--- config.mk ---
export PLATFORM = sky130hd
export DESIGN_NAME = ttcw_ctrl
export DESIGN_NICKNAME = d
export VERILOG_FILES = /design/src/rtl/ttcw_pkg.sv /design/src/rtl/ttcw_ctrl.sv
export SDC_FILE = /design/constraint.sdc
export NUM_CORES = 1
export LEC_CHECK = 0
export BUFFER_PORTS_ARGS = -buffer_cell sky130_fd_sc_hd__buf_2
export CORE_AREA = 10 10 47 49
export CTS_CLUSTER_SIZE = 40
export DETAILED_ROUTE_END_ITERATION = 12
export DIE_AREA = 0 0 57 59
export HOLD_SLACK_MARGIN = 0.03
export PLACE_DENSITY = 0.65
export RECOVER_POWER = 25
export SLEW_MARGIN = 10
export SYNTH_ARGS = -nofsm -noshare
export SYNTH_HDL_FRONTEND = slang
export SYNTH_SLANG_ARGS = --single-unit
export TNS_END_PERCENT = 5
--- constraint.sdc ---
create_clock -name clk -period 1.51 [get_ports clk]
set_input_delay 0.3775 -clock clk [delete_from_list [all_inputs] [get_ports clk]]
set_output_delay 0.3775 -clock clk [all_outputs]
set_load 0.01 [all_outputs]
--- src/rtl/ttcw_pkg.sv ---
// ----------------------------------------------------------------------------
// ttcw_pkg
// Shared types and constants of the text terminal character writer.
// ----------------------------------------------------------------------------
package ttcw_pkg;

  localparam int FUNC_W = 2;
  localparam int CHAR_W = 8;
  localparam int COL_W  = 7;
  localparam int ROW_W  = 5;

  localparam logic [FUNC_W-1:0] OP_PUT   = 2'd0;
  localparam logic [FUNC_W-1:0] OP_MOVE  = 2'd1;
  localparam logic [FUNC_W-1:0] OP_CLEAR = 2'd2;
  localparam logic [FUNC_W-1:0] OP_READ  = 2'd3;

  localparam logic [CHAR_W-1:0] CH_CR    = 8'd13;
  localparam logic [CHAR_W-1:0] CH_LF    = 8'd10;
  localparam logic [CHAR_W-1:0] CH_BS    = 8'd8;
  localparam logic [CHAR_W-1:0] CH_SPACE = 8'd32;

  // controller -> datapath
  typedef struct packed {
    logic latch;     // capture input item
    logic exec;      // perform the operation
    logic fill_row;  // write a space into the cursor row, column from counter
    logic fill_all;  // write a space at the linear counter address
    logic cap_read;  // capture memory read data
    logic load_out;  // load the result register
  } cmd_t;

  // datapath -> controller
  typedef struct packed {
    logic [FUNC_W-1:0] func;
    logic              newline;   // current put ends in a newline
    logic              row_last;  // counter at last column
    logic              all_last;  // counter at last cell
  } sts_t;

endpackage

--- src/rtl/ttcw_ctrl.sv ---
// ----------------------------------------------------------------------------
// ttcw_ctrl
// Sequencer: item accept, operation steps, row and screen fills, result hold.
// ----------------------------------------------------------------------------
module ttcw_ctrl (
  input  logic           clk,
  input  logic           rst_n,
  input  logic           in_valid,
  output logic           in_stall,
  output logic           out_valid,
  input  logic           out_stall,
  input  ttcw_pkg::sts_t sts,
  output ttcw_pkg::cmd_t cmd
);

  localparam logic [2:0] ST_IDLE     = 3'd0;
  localparam logic [2:0] ST_EXEC     = 3'd1;
  localparam logic [2:0] ST_FILL_ROW = 3'd2;
  localparam logic [2:0] ST_FILL_ALL = 3'd3;
  localparam logic [2:0] ST_RDWAIT   = 3'd4;
  localparam logic [2:0] ST_DONE     = 3'd5;

  logic [2:0] state_r, state_nxt;
  logic       out_valid_r, out_valid_nxt;
  logic       pend_r, pend_nxt;

  always_comb begin
    cmd       = '0;
    state_nxt = state_r;
    case (state_r)
      ST_IDLE: begin
        if (in_valid) begin
          cmd.latch = 1'b1;
          state_nxt = ST_EXEC;
        end
      end
      ST_EXEC: begin
        cmd.exec = 1'b1;
        if (sts.func == ttcw_pkg::OP_CLEAR) state_nxt = ST_FILL_ALL;
        else if (sts.newline)                state_nxt = ST_FILL_ROW;
        else if (sts.func == ttcw_pkg::OP_READ) state_nxt = ST_RDWAIT;
        else                                 state_nxt = ST_DONE;
      end
      ST_FILL_ROW: begin
        cmd.fill_row = 1'b1;
        if (sts.row_last) state_nxt = ST_DONE;
      end
      ST_FILL_ALL: begin
        cmd.fill_all = 1'b1;
        // the pass after reset has no item to report
        if (sts.all_last) state_nxt = pend_r ? ST_DONE : ST_IDLE;
      end
      ST_RDWAIT: begin
        cmd.cap_read = 1'b1;
        state_nxt    = ST_DONE;
      end
      ST_DONE: begin
        if (!out_valid_r || !out_stall) begin
          cmd.load_out = 1'b1;
          state_nxt    = ST_IDLE;
        end
      end
      default: state_nxt = ST_IDLE;
    endcase
  end

  always_comb begin
    out_valid_nxt = out_valid_r;
    if (cmd.load_out)                  out_valid_nxt = 1'b1;
    else if (out_valid_r && !out_stall) out_valid_nxt = 1'b0;
    pend_nxt = pend_r;
    if (cmd.latch)         pend_nxt = 1'b1;
    else if (cmd.load_out) pend_nxt = 1'b0;
  end

  always_ff @(posedge clk) begin
    if (!rst_n) begin
      state_r     <= ST_FILL_ALL;
      out_valid_r <= 1'b0;
      pend_r      <= 1'b0;
    end else begin
      state_r     <= state_nxt;
      out_valid_r <= out_valid_nxt;
      pend_r      <= pend_nxt;
    end
  end

  assign in_stall  = (state_r != ST_IDLE);
  assign out_valid = out_valid_r;

endmodule

======== Word level (Yosys, flattened, before mapping) ========
Cells that the tools add are included.
Widths: inputs -> output; s select.
cells by class
  mux-type cells .......................... 21
  reduce and logical (&&, ||, !) cells .... 9
  eq/ne operators ......................... 11
operator list
  kind                number
  $mux 3              7
  $pmux 3 s6          1
  $mux 1              13
  $ne 2x2->1 const B  4
  $eq 3x2->1 const B  2
  $eq 3x3->1 const B  2
  $eq 2x2->1 const B  2
  $reduce_and 4->1    1
  $reduce_bool 2->1   2
  $eq 3x1->1 const B  1
  $logic_not 3->1     1
  $reduce_bool 3->1   1
  $logic_not 1->1     2
  $logic_and 1x1->1   1
  $logic_or 1x1->1    1
storage, ports and cells
  logic and storage cells ................. 44
  output and inout bits ................... 8
  bits in registers ....................... 5
  bits of input ports ..................... 9

======== Longest topological paths before layout ========
Gate-level depths: netlist of the first run.
  word-level depth ........................ 6
  mapped depth ............................ 5
  gate-level depth less buffers ........... 4

======== Worst setup path after synthesis of the first run ========
No wires, ideal clock.
  kind .................................... register -> output
  start ................................... reg state_r[2]
  end ..................................... out cmd[5] in the netlist's numbering
  cell stages (with the launch flop) ...... 5
  data required time ...................... 1.132 ns
  path slack .............................. 0.064 ns
  path buffers ............................ 2
  data arrival time ....................... 1.069 ns
  path through ............................ dfxtp_1 > buf_2 > or3_4 > nor2_2 > buf_4
RTL lines
  what                    line             text
  from (decl)             ttcw_ctrl.sv:23  logic [2:0] state_r, state_nxt;
  from (signal assigned)  ttcw_ctrl.sv:82  state_r <= state_nxt;
  to (decl)               ttcw_ctrl.sv:13  output ttcw_pkg::cmd_t cmd

==> reports/qor.txt, run 1 <==
Status -> finished with violations
Violated checks -> negative setup slack
Synth area leaders -> dfxtp_1, buf_4, nor3b_1
Reg-to-Reg End -> state_r[0]
Synth Area in Simple Gates -> 0.337
HP Class -> input port to flip-flop
Die H -> 59 µm
Yosys cell types -> 27
Post-Synth XOR/XNOR Area -> 0
Internal power -> 0.000400 W
Post-Route WL -> 1.02 mm
Layout area overhead -> 48.0%
Critical path peak fanout -> 5
Compound-gate portion of the synthesized area -> 0.253
Final min period -> 1.55 ns
Die area -> 3360 µm²
Clk root buf -> clkbuf_4
Worst-Margin Slew -> 0.275 ns
Largest net degree at the start of global routing -> 10
Critical path class -> flip-flop to primary output
CTS max path bufs -> 2
Ant. Diodes -> 0
CTS H-tree lvls -> 1
CTS tree -> built
Global-route wire length before repair -> 1.64 mm
Buf/Inv on CP -> 1
Sw power -> 0.000195 W
Vias in the first global route -> 405
Data arrival time of the critical path -> 1.18 ns
Pre-CTS setup slack -> 0.128 ns
DP HPWL -> 877 µm
R2r setup slk -> 0.24 ns
Worst vdd rail ir drop -> 0.489 mV
Routed wire per std cell -> 12.5 µm
Fillcell total -> 155
Pwr/cell area -> 1070 nW/µm²
Vias per cell -> 4.61
Multiplexer area fraction after synthesis -> 0.0267
Delay-heaviest family, CP -> simple AND/OR/NAND/NOR gates
Count leader, synth -> dfxtp_1
Max Cap Viol -> 0
Port bufs -> 16
Yosys Warn Count -> 0
Final setup vio count -> 2
Post-synth top area share -> 0.267
Nets in the synthesized netlist -> 54
Clock tree sinks -> 5
Vias -> 378
Final #Nets -> 76
Final Hold Viols -> 0
Seq/Total Area, Yosys -> 0.267
Sequential power share -> 0.306
DRT iter0 DRCs -> 1
GRT met2 Usage -> 0.126
Netlist Area Pre-Place -> 375 µm²
Core Area -> 1400 µm²
ANT nets after route -> 0
GPL Wtd Cong -> 0.709
Clock power frac -> 0.247
Clock latency on the worst-skew pair -> 0.23 ns
Mapped Cells -> 45
Final worst path period share -> 1.03
Die W -> 57 µm
Top FF cell, synth -> dfxtp_1
Congestion Overflow GR -> 0
Hold path depth -> 2
Total track usage -> 0.0630
Layout cells sized above 1 -> 0.561
Largest family of logic cells by synthesized area -> simple AND/OR/NAND/NOR gates
Busiest grt layer -> met2
Worst setup EP type -> primary output
CP max stage delay -> 0.39 ns
Setup_tns -> -0.0766 ns
Rows -> 14
PnR worst setup slack -> -0.0442 ns
Critical Path RT -> 1.13 ns
Initial antenna violation count -> 0
Fmax -> 643 MHz
Number of buffers created by CTS -> 3
Hold EP -> state_r[0]
Asr flop ratio synth -> 0
RSZ-0062 raised after global routing -> true
Crit path cell chain -> or3_4, nor2_4, buf_6
Synthesized flop and latch total -> 5
EDFF count, synth -> 0
Post-synthesis adder-cell area fraction -> 0
DRC -> 0
CP startpoint kind -> flip-flop
Number of top-level pins -> 17
Max-slew headroom -> 0.811
GRT met3 Usage -> 0.0172
R2r startpoint -> state_r[0]
Min-delay src -> rst_n
Logic pwr share -> 0.448
M1 GR Usage -> 0.0496
Top cell type by total area after synthesis -> dfxtp_1
Mean Syn Cell Area -> 8.34 µm²
Clk_skew -> 0.0000659 ns
Starting density of the core -> 0.268
Clk slew on worst S/H paths -> 0.04 ns
Path depth of the worst reg2reg path -> 5
Sw Share -> 0.327
Crit-path slowest cell -> or3_4
Final Slew Violations -> 0
Static Leak -> 0.260 nW
DR pass1 iterations -> 2
## final cells by class
| cell class | count | area, µm² | share of cell area |
|---|---|---|---|
| clock buffer | 4 | 26.3 | 0.0473 |
| inverter | 3 | 11.3 | 0.0203 |
| sequential | 5 | 109 | 0.196 |
| tap | 16 | 20.0 | 0.0360 |
| timing repair buffer | 22 | 144 | 0.259 |
| multi-input combinational | 32 | 245 | 0.441 |
## layout by cell type, fill, tap and decap left out, types with 2 or more instances in the layout
cell      count
buf_4         6
nor3b_1       2
buf_2        13
nand3b_1      2
inv_1         2
dfxtp_1       2
buf_6         3
o21a_1        2
nor2_1        2
nor2b_1       3
clkbuf_4      3
nand2_1       3
dfxtp_4       2
## flip-flops by register name, summed over array words and instances, names as in the netlist
name / cells
pend_r: 1
state_r: 3
out_valid: 1
## power groups by stage
| stage | Clock, W | Combinational (W) | Sequential (W) |
|---|---|---|---|
| 2_1_floorplan | 0 | 0.000169 | 0.000161 |
| 3_3_place_gp | 0 | 0.000216 | 0.000180 |
| 3_5_place_dp | 0 | 0.000224 | 0.000181 |
| 4_1_cts | 0.000158 | 0.000250 | 0.000179 |
| 5_1_grt | 0.000160 | 0.000291 | 0.000184 |
| 6_report | 0.000147 | 0.000266 | 0.000182 |
## kinds of logic (layout without fill, tap and decap cells)
logic type | Yosys count | count (layout)
flip-flops | 5 | 5
buffers and inverters | 8 | 29
multiplexers | 1 | 1
AO/OA/AOI/OAI | 12 | 12
AND/OR/NAND/NOR | 19 | 19
## worst max-delay path by stage
stage | startpoint | end | slack (ns) | cells past startpoint
2_1_floorplan | state_r[2] | cmd[5] | 0.06 | 4
3_3_place_gp | state_r[2] | cmd[5] | 0.14 | 3
3_5_place_dp | state_r[2] | cmd[5] | 0.13 | 3
4_1_cts | state_r[0] | cmd[5] | -0.08 | 3
5_1_grt | state_r[2] | cmd[5] | -0.09 | 3
6_report | state_r[2] | cmd[5] | -0.04 | 3
## timing repair
| item | 4_1_cts | 5_1_grt |
|---|---|---|
| gates resized for setup | 8 | 4 |
| setup buffers | 3 | 0 |
| hold buffers | 0 | 0 |
| hold endpoints to repair | 0 | 0 |
| pin swaps | 2 | 2 |
| endpoints found under the setup margin | 5 | 5 |
## per-stage QoR
| stage | instances | utilization | area, µm² | total power (W) | hold slack (ns) |
|---|---|---|---|---|---|
| finish | 82 | 0.396 | 556 | 0.000595 | 0.378 |
| global placement | 75 | 0.332 | 465 | 0.000396 | 0.489 |
| CTS | 82 | 0.386 | 541 | 0.000587 | 0.370 |
| detailed placement | 75 | 0.332 | 465 | 0.000405 | 0.495 |
| global route | 82 | 0.396 | 556 | 0.000636 | 0.388 |
| floorplan | 45 | - | 375 | 0.000330 | 0.456 |
## metal layers
metal / routed length [µm] / part of all wire / vias to the layer above
met2: 630 / 0.62 / 5
li1: - / - / 201
met4: 0 / 0 / 0
met5: 0 / 0 / -
met3: 32 / 0.031 / 0
met1: 361 / 0.35 / 172
(Power assumes the default switching activity.)
==> run 2, diff against run 1 <==
--- a/config.mk
+++ b/config.mk
@@ -11,8 +11,7 @@
 export DETAILED_ROUTE_END_ITERATION = 12
 export DIE_AREA = 0 0 57 59
 export HOLD_SLACK_MARGIN = 0.03
-export PLACE_DENSITY = 0.65
-export RECOVER_POWER = 25
+export PLACE_DENSITY = 0.66
 export SLEW_MARGIN = 10
 export SYNTH_ARGS = -nofsm -noshare
 export SYNTH_HDL_FRONTEND = slang
==> constraint.sdc (replaced) <==
create_clock -name clk -period 1.3 [get_ports clk]
set_input_delay 0.325 -clock clk [delete_from_list [all_inputs] [get_ports clk]]
set_output_delay 0.325 -clock clk [all_outputs]
set_load 0.01 [all_outputs]
==> run 2 against run 1 <==
Compared with the run above:
- the run still ends with negative setup slack left
- die area is the same
- setup slack lost 0.16 ns
- combinational power grew 24%
- clock skew grew 0.0033 ns
- hold slack lost 0.070 ns
- non-clock buffer count is the same
- largest cell class unchanged
- highest routed layer is now met4
==> reports/qor.txt, run 2 (same netlist as run 1, synthesis figures left out) <==
Status -> finished with violations
Violated checks -> negative setup slack
Total track usage -> 0.0618
Number of buffers created by CTS -> 3
R2r startpoint -> state_r[2]
DRT iter0 DRCs -> 4
Final Slew Violations -> 0
Die H -> 59 µm
Clock latency on the worst-skew pair -> 0.24 ns
Static Leak -> 0.257 nW
Max Cap Viol -> 0
Number of top-level pins -> 17
Clk slew on worst S/H paths -> 0.05 ns
Core Area -> 1400 µm²
Setup_tns -> -1.00 ns
CP startpoint kind -> flip-flop
Clk root buf -> clkbuf_4
Reg-to-Reg End -> state_r[2]
M1 GR Usage -> 0.0510
Vias -> 406
Hold path depth -> 2
CTS max path bufs -> 2
CP startpoint -> state_r[1]
Post-Route WL -> 1.05 mm
HP Class -> input port to flip-flop
Critical path class -> flip-flop to primary output
CTS tree -> built
Busiest grt layer -> met2
ANT nets after route -> 0
Pwr/cell area -> 1260 nW/µm²
Global-route wire length before repair -> 1.66 mm
Commonest non-fill, non-tap cell in the layout -> buf_2
Fmax -> 664 MHz
Die W -> 57 µm
Rows -> 14
Largest net degree at the start of global routing -> 10
Final worst path period share -> 1.16
Final #Nets -> 76
Path depth of the worst reg2reg path -> 5
Clk_skew -> 0.00337 ns
Worst vdd rail ir drop -> 0.562 mV
Post-Route Utilization -> 0.406
Die area -> 3360 µm²
GRT met3 Usage -> 0.0386
Critical path peak fanout -> 5
DRC -> 0
Worst-Margin Slew -> 0.390 ns
DP HPWL -> 833 µm
WHS -> 0.309 ns
R2r setup slk -> -0.01 ns
CTS Hold Bufs -> 0
CP endpoint -> cmd[5]
Max-slew headroom -> 0.738
Ant. Diodes -> 0
CTS H-tree lvls -> 1
Congestion Overflow GR -> 0
Vias per cell -> 4.95
Port bufs -> 16
Final min period -> 1.51 ns
Routed wire per std cell -> 12.8 µm
Vias in the first global route -> 393
DR pass1 iterations -> 2
Data arrival time of the critical path -> 1.18 ns
Final Hold Viols -> 0
Layout area overhead -> 51.7%
PnR worst setup slack -> -0.207 ns
Layout cells sized above 1 -> 0.591
Starting density of the core -> 0.268
RSZ-0062 raised after global routing -> true
Worst setup EP type -> primary output
Most flops, register -> state_r
Clock tree sinks -> 5
GRT met2 Usage -> 0.118
Pre-CTS setup slack -> -0.00789 ns
GPL Wtd Cong -> 0.770
Critical Path RT -> 0.98 ns
Number of flip-flops in the largest register -> 3
Final setup vio count -> 9
Most frequent cells in the layout -> buf_2, buf_6, buf_4
Initial antenna violation count -> 0
[run 2: cell counts in the layout (fill, tap and decap cells not counted)]
Identical to the previous run, type by type.
[run 2: how the worst min path moves through the flow]
stage | slack, ns | from | end
final | 0.31 | rst_n | state_r[1]
after global routing | 0.31 | rst_n | state_r[0]
after CTS | 0.31 | rst_n | state_r[1]
after detailed placement | 0.50 | out_valid | out_valid
after global placement | 0.49 | out_valid | out_valid
after floorplan | 0.40 | rst_n | state_r[1]
[run 2: cell type report]
class                      instances  area (µm²)
fill                             153         832
multi-input combinational         32         260
timing repair buffer              22         145
sequential                         5         106
clock buffer                       4        26.3
tap                               16        20.0
inverter                           3        11.3
[run 2: per-stage QoR]
stage / std cells / total power [W] / cell area, µm²
final: 82 / 0.000719 / 569
after global routing: 82 / 0.000765 / 569
after CTS: 82 / 0.000704 / 552
after detailed placement: 77 / 0.000476 / 480
after global placement: 77 / 0.000471 / 480
after floorplan: 45 / 0.000383 / 375
[run 2: report_power, final]
| part | total, W | switching (W) | internal (W) | leakage, nW |
|---|---|---|---|---|
| Clock | 0.000183 | 0.0000668 | 0.000116 | 0.0150 |
| Sequential | 0.000207 | 0.0000276 | 0.000179 | 0.0415 |
| Combinational | 0.000329 | 0.000146 | 0.000182 | 0.200 |
| Total | 0.000719 | 0.000241 | 0.000478 | 0.257 |
[run 2: worst max-delay path: stages (launching register included)]
cell and delay (ns):
dfxtp_2 0.33, or3_4 0.40, nor2_4 0.10, buf_6 0.11
[run 2: metal layers]
layer / up-vias / wire length (µm)
met5: - / 0
met2: 7 / 598
met1: 193 / 378
li1: 204 / -
met3: 2 / 56
met4: 0 / 12
[run 2: what timing repair did]
item,in CTS,in global routing
gates resized for setup,10,4
setup endpoints to repair,8,9
pin swaps,4,0
buffers inserted,1,0
hold endpoints to repair,0,0
==> run 3, diff against run 2 <==
--- a/config.mk
+++ b/config.mk
@@ -5,15 +5,15 @@
 export SDC_FILE = /design/constraint.sdc
 export NUM_CORES = 1
 export LEC_CHECK = 0
+export ABC_AREA = 1
 export BUFFER_PORTS_ARGS = -buffer_cell sky130_fd_sc_hd__buf_2
 export CORE_AREA = 10 10 47 49
 export CTS_CLUSTER_SIZE = 40
 export DETAILED_ROUTE_END_ITERATION = 12
 export DIE_AREA = 0 0 57 59
 export HOLD_SLACK_MARGIN = 0.03
-export PLACE_DENSITY = 0.66
-export SLEW_MARGIN = 10
+export PLACE_DENSITY = 0.65
 export SYNTH_ARGS = -nofsm -noshare
 export SYNTH_HDL_FRONTEND = slang
 export SYNTH_SLANG_ARGS = --single-unit
-export TNS_END_PERCENT = 5
+export TNS_END_PERCENT = 30
==> run 3 against run 2 <==
Compared with the run above:
- the flow still finishes with violations (negative setup slack)
- combinational power rose by 100%
- cell area rose by 9.2%
- clock skew rose by 0.0015 ns
- synthesized cell count rose by 31%
- critical endpoint unchanged
- largest cell class unchanged
- largest power group unchanged
==> reports/qor.txt, run 3 <==
Status -> finished with violations
Violated checks -> negative setup slack
Critical Path RT -> 0.98 ns
Max-slew headroom -> 0.874
Number of flip-flops in the largest register -> 3
Starting density of the core -> 0.254
CTS H-tree lvls -> 1
Compound-gate portion of the synthesized area -> 0.123
Min-delay src -> rst_n
CTS Hold Bufs -> 0
Clock tree sinks -> 5
Routed wire per std cell -> 11.1 µm
Fmax -> 716 MHz
Vias -> 457
Synth Area in Simple Gates -> 0.426
Worst setup EP type -> primary output
ANT nets after route -> 0
Max Cap Viol -> 0
Crit-path slowest cell -> dfxtp_4
HP Class -> input port to flip-flop
Number of top-level pins -> 17
Crit path cell chain -> inv_4, nand2_4, nor2_4, nand2_2, inv_2, buf_6
Largest net degree at the start of global routing -> 6
R2r startpoint -> state_r[0]
Post-Layout Inst Area -> 622 µm²
Multi-input logic area -> 235 µm²
DRT iter0 DRCs -> 4
Inst Count DP -> 90
Nets in the synthesized netlist -> 68
Final min period -> 1.40 ns
Critical path class -> flip-flop to primary output
Yosys Warn Count -> 0
Count leader, synth -> nand2_1
Vias in the first global route -> 463
Post-synthesis adder-cell area fraction -> 0
Top cell type by total area after synthesis -> dfxtp_1
CP startpoint kind -> flip-flop
Final std cells w/o fill -> 104
Final setup vio count -> 8
Asr flop ratio synth -> 0
Storage element area -> 111 µm²
DR pass1 iterations -> 4
RSZ-0062 raised after global routing -> true
GPL Wtd Cong -> 0.805
Synth cell count leaders -> nand2_1, inv_1, nor2_1, dfxtp_1
Synth area leaders -> dfxtp_1, nand2_1, inv_1
Port bufs -> 16
Critical path peak fanout -> 4
Most flops, register -> state_r
Worst vdd rail ir drop -> 0.738 mV
Initial antenna violation count -> 0
Core Area -> 1400 µm²
CTS max path bufs -> 2
Post-Route WL -> 1.16 mm
EDFF count, synth -> 0
PnR worst setup slack -> -0.0964 ns
Layout area overhead -> 75.0%
Die area -> 3360 µm²
DP HPWL -> 835 µm
Placed Area -> 448 µm²
Post-synth top area share -> 0.282
Worst-Margin Slew -> 0.188 ns
Global-route wire length before repair -> 1.93 mm
Seq/Total Area, Yosys -> 0.282
Final #Nets -> 98
Final Hold Viols -> 0
Data arrival time of the critical path -> 1.07 ns
CP startpoint -> state_r[0]
Clk root buf -> clkbuf_4
Rows -> 14
Mapped Cells -> 59
Vias per cell -> 4.39
Pwr/cell area -> 1830 nW/µm²
Fillcell total -> 137
WHS -> 0.285 ns
Multiplexer area fraction after synthesis -> 0
Yosys cell types -> 17
Ant. Diodes -> 0
CTS tree -> built
DRC -> 0
Most frequent cells in the layout -> buf_2, nand2_1, buf_4, inv_1, nor2_1
Die W -> 57 µm
Final Slew Violations -> 0
Number of buffers created by CTS -> 3
Netlist Area Pre-Place -> 355 µm²
Clk slew on worst S/H paths -> 0.04 ns
Final worst path period share -> 1.07
Commonest non-fill, non-tap cell in the layout -> buf_2
Layout cells sized above 1 -> 0.580
Largest family of logic cells by synthesized area -> simple AND/OR/NAND/NOR gates
Top FF cell, synth -> dfxtp_1
Congestion Overflow GR -> 0
Post-Synth XOR/XNOR Area -> 0
Static Leak -> 0.345 nW
Total track usage -> 0.0735
CP max stage delay -> 0.36 ns
Clock latency on the worst-skew pair -> 0.24 ns
Mean Syn Cell Area -> 6.02 µm²
Die H -> 59 µm
Clk_skew -> 0.00490 ns
Synthesized flop and latch total -> 5
## run 3: changes by cell type in the layout (fill, tap and decap cells not counted), moves of 3 or more
cell,change
a21oi_1,+3
buf_4,+6
inv_1,+4
inv_2,+3
nand2_1,+8
nand2_2,+4
nand3_1,+3
nor2_1,+3
nor2b_1,-3
## run 3: area by class of cell
type,count,area share
clock buffer,4,0.0423
inverter,12,0.0805
timing repair buffer,27,0.288
tap,16,0.0322
sequential,5,0.179
multi-input combinational,40,0.378
## run 3: cell families after synthesis
logic type,after synthesis
AND/OR/NAND/NOR,32
buffers and inverters,14
flip-flops,5
AO/OA/AOI/OAI,8
## run 3: routing by layer
metal / GRT usage / up-vias / share of wire
li1: - / 236 / -
met2: 0.127 / 8 / 0.58
met5: 0 / - / 0
met1: 0.0630 / 211 / 0.34
met3: 0.0236 / 2 / 0.059
met4: 0.0805 / 0 / 0.023
## run 3: timing repair
item,CTS,global route
pin swaps,6,6
setup endpoints to repair,7,8
setup buffers,9,1
gates resized for setup,11,12
## run 3: worst paths after layout
| kind | end | slack, ns | cells after the start |
|---|---|---|---|
| max reg2reg | pend_r | -0.01 | 9 |
| min | state_r[0] | 0.29 | 2 |
| min reg2reg | pend_r | 0.48 | 2 |
| max | cmd[5] | -0.1 | 6 |
## run 3: metrics by stage
| step | power (W) | TNS (ns) | setup WS, ns | utilization |
|---|---|---|---|---|
| floorplan | 0.000572 | 0 | 0.134 | - |
| global placement | 0.000715 | 0 | 0.0841 | 0.320 |
| detailed placement | 0.000722 | 0 | 0.0551 | 0.320 |
| CTS | 0.00104 | -0.390 | -0.124 | 0.408 |
| global route | 0.00125 | -0.889 | -0.166 | 0.444 |
| finish | 0.00114 | -0.334 | -0.0964 | 0.444 |
## run 3: power breakdown
group | internal [W] | switching, W | leakage [nW]
Combinational | 0.000312 | 0.000345 | 0.287
Clock | 0.000116 | 0.0000618 | 0.0150
Sequential | 0.000218 | 0.0000855 | 0.0422
Total | 0.000646 | 0.000492 | 0.345
## run 3: critical path, delay by kind of cell, from the launching register on
kind / cells / cell delay (ns)
buffers and inverters: 3 / 0.22
AND/OR/NAND/NOR: 3 / 0.25
flip-flops: 1 / 0.36
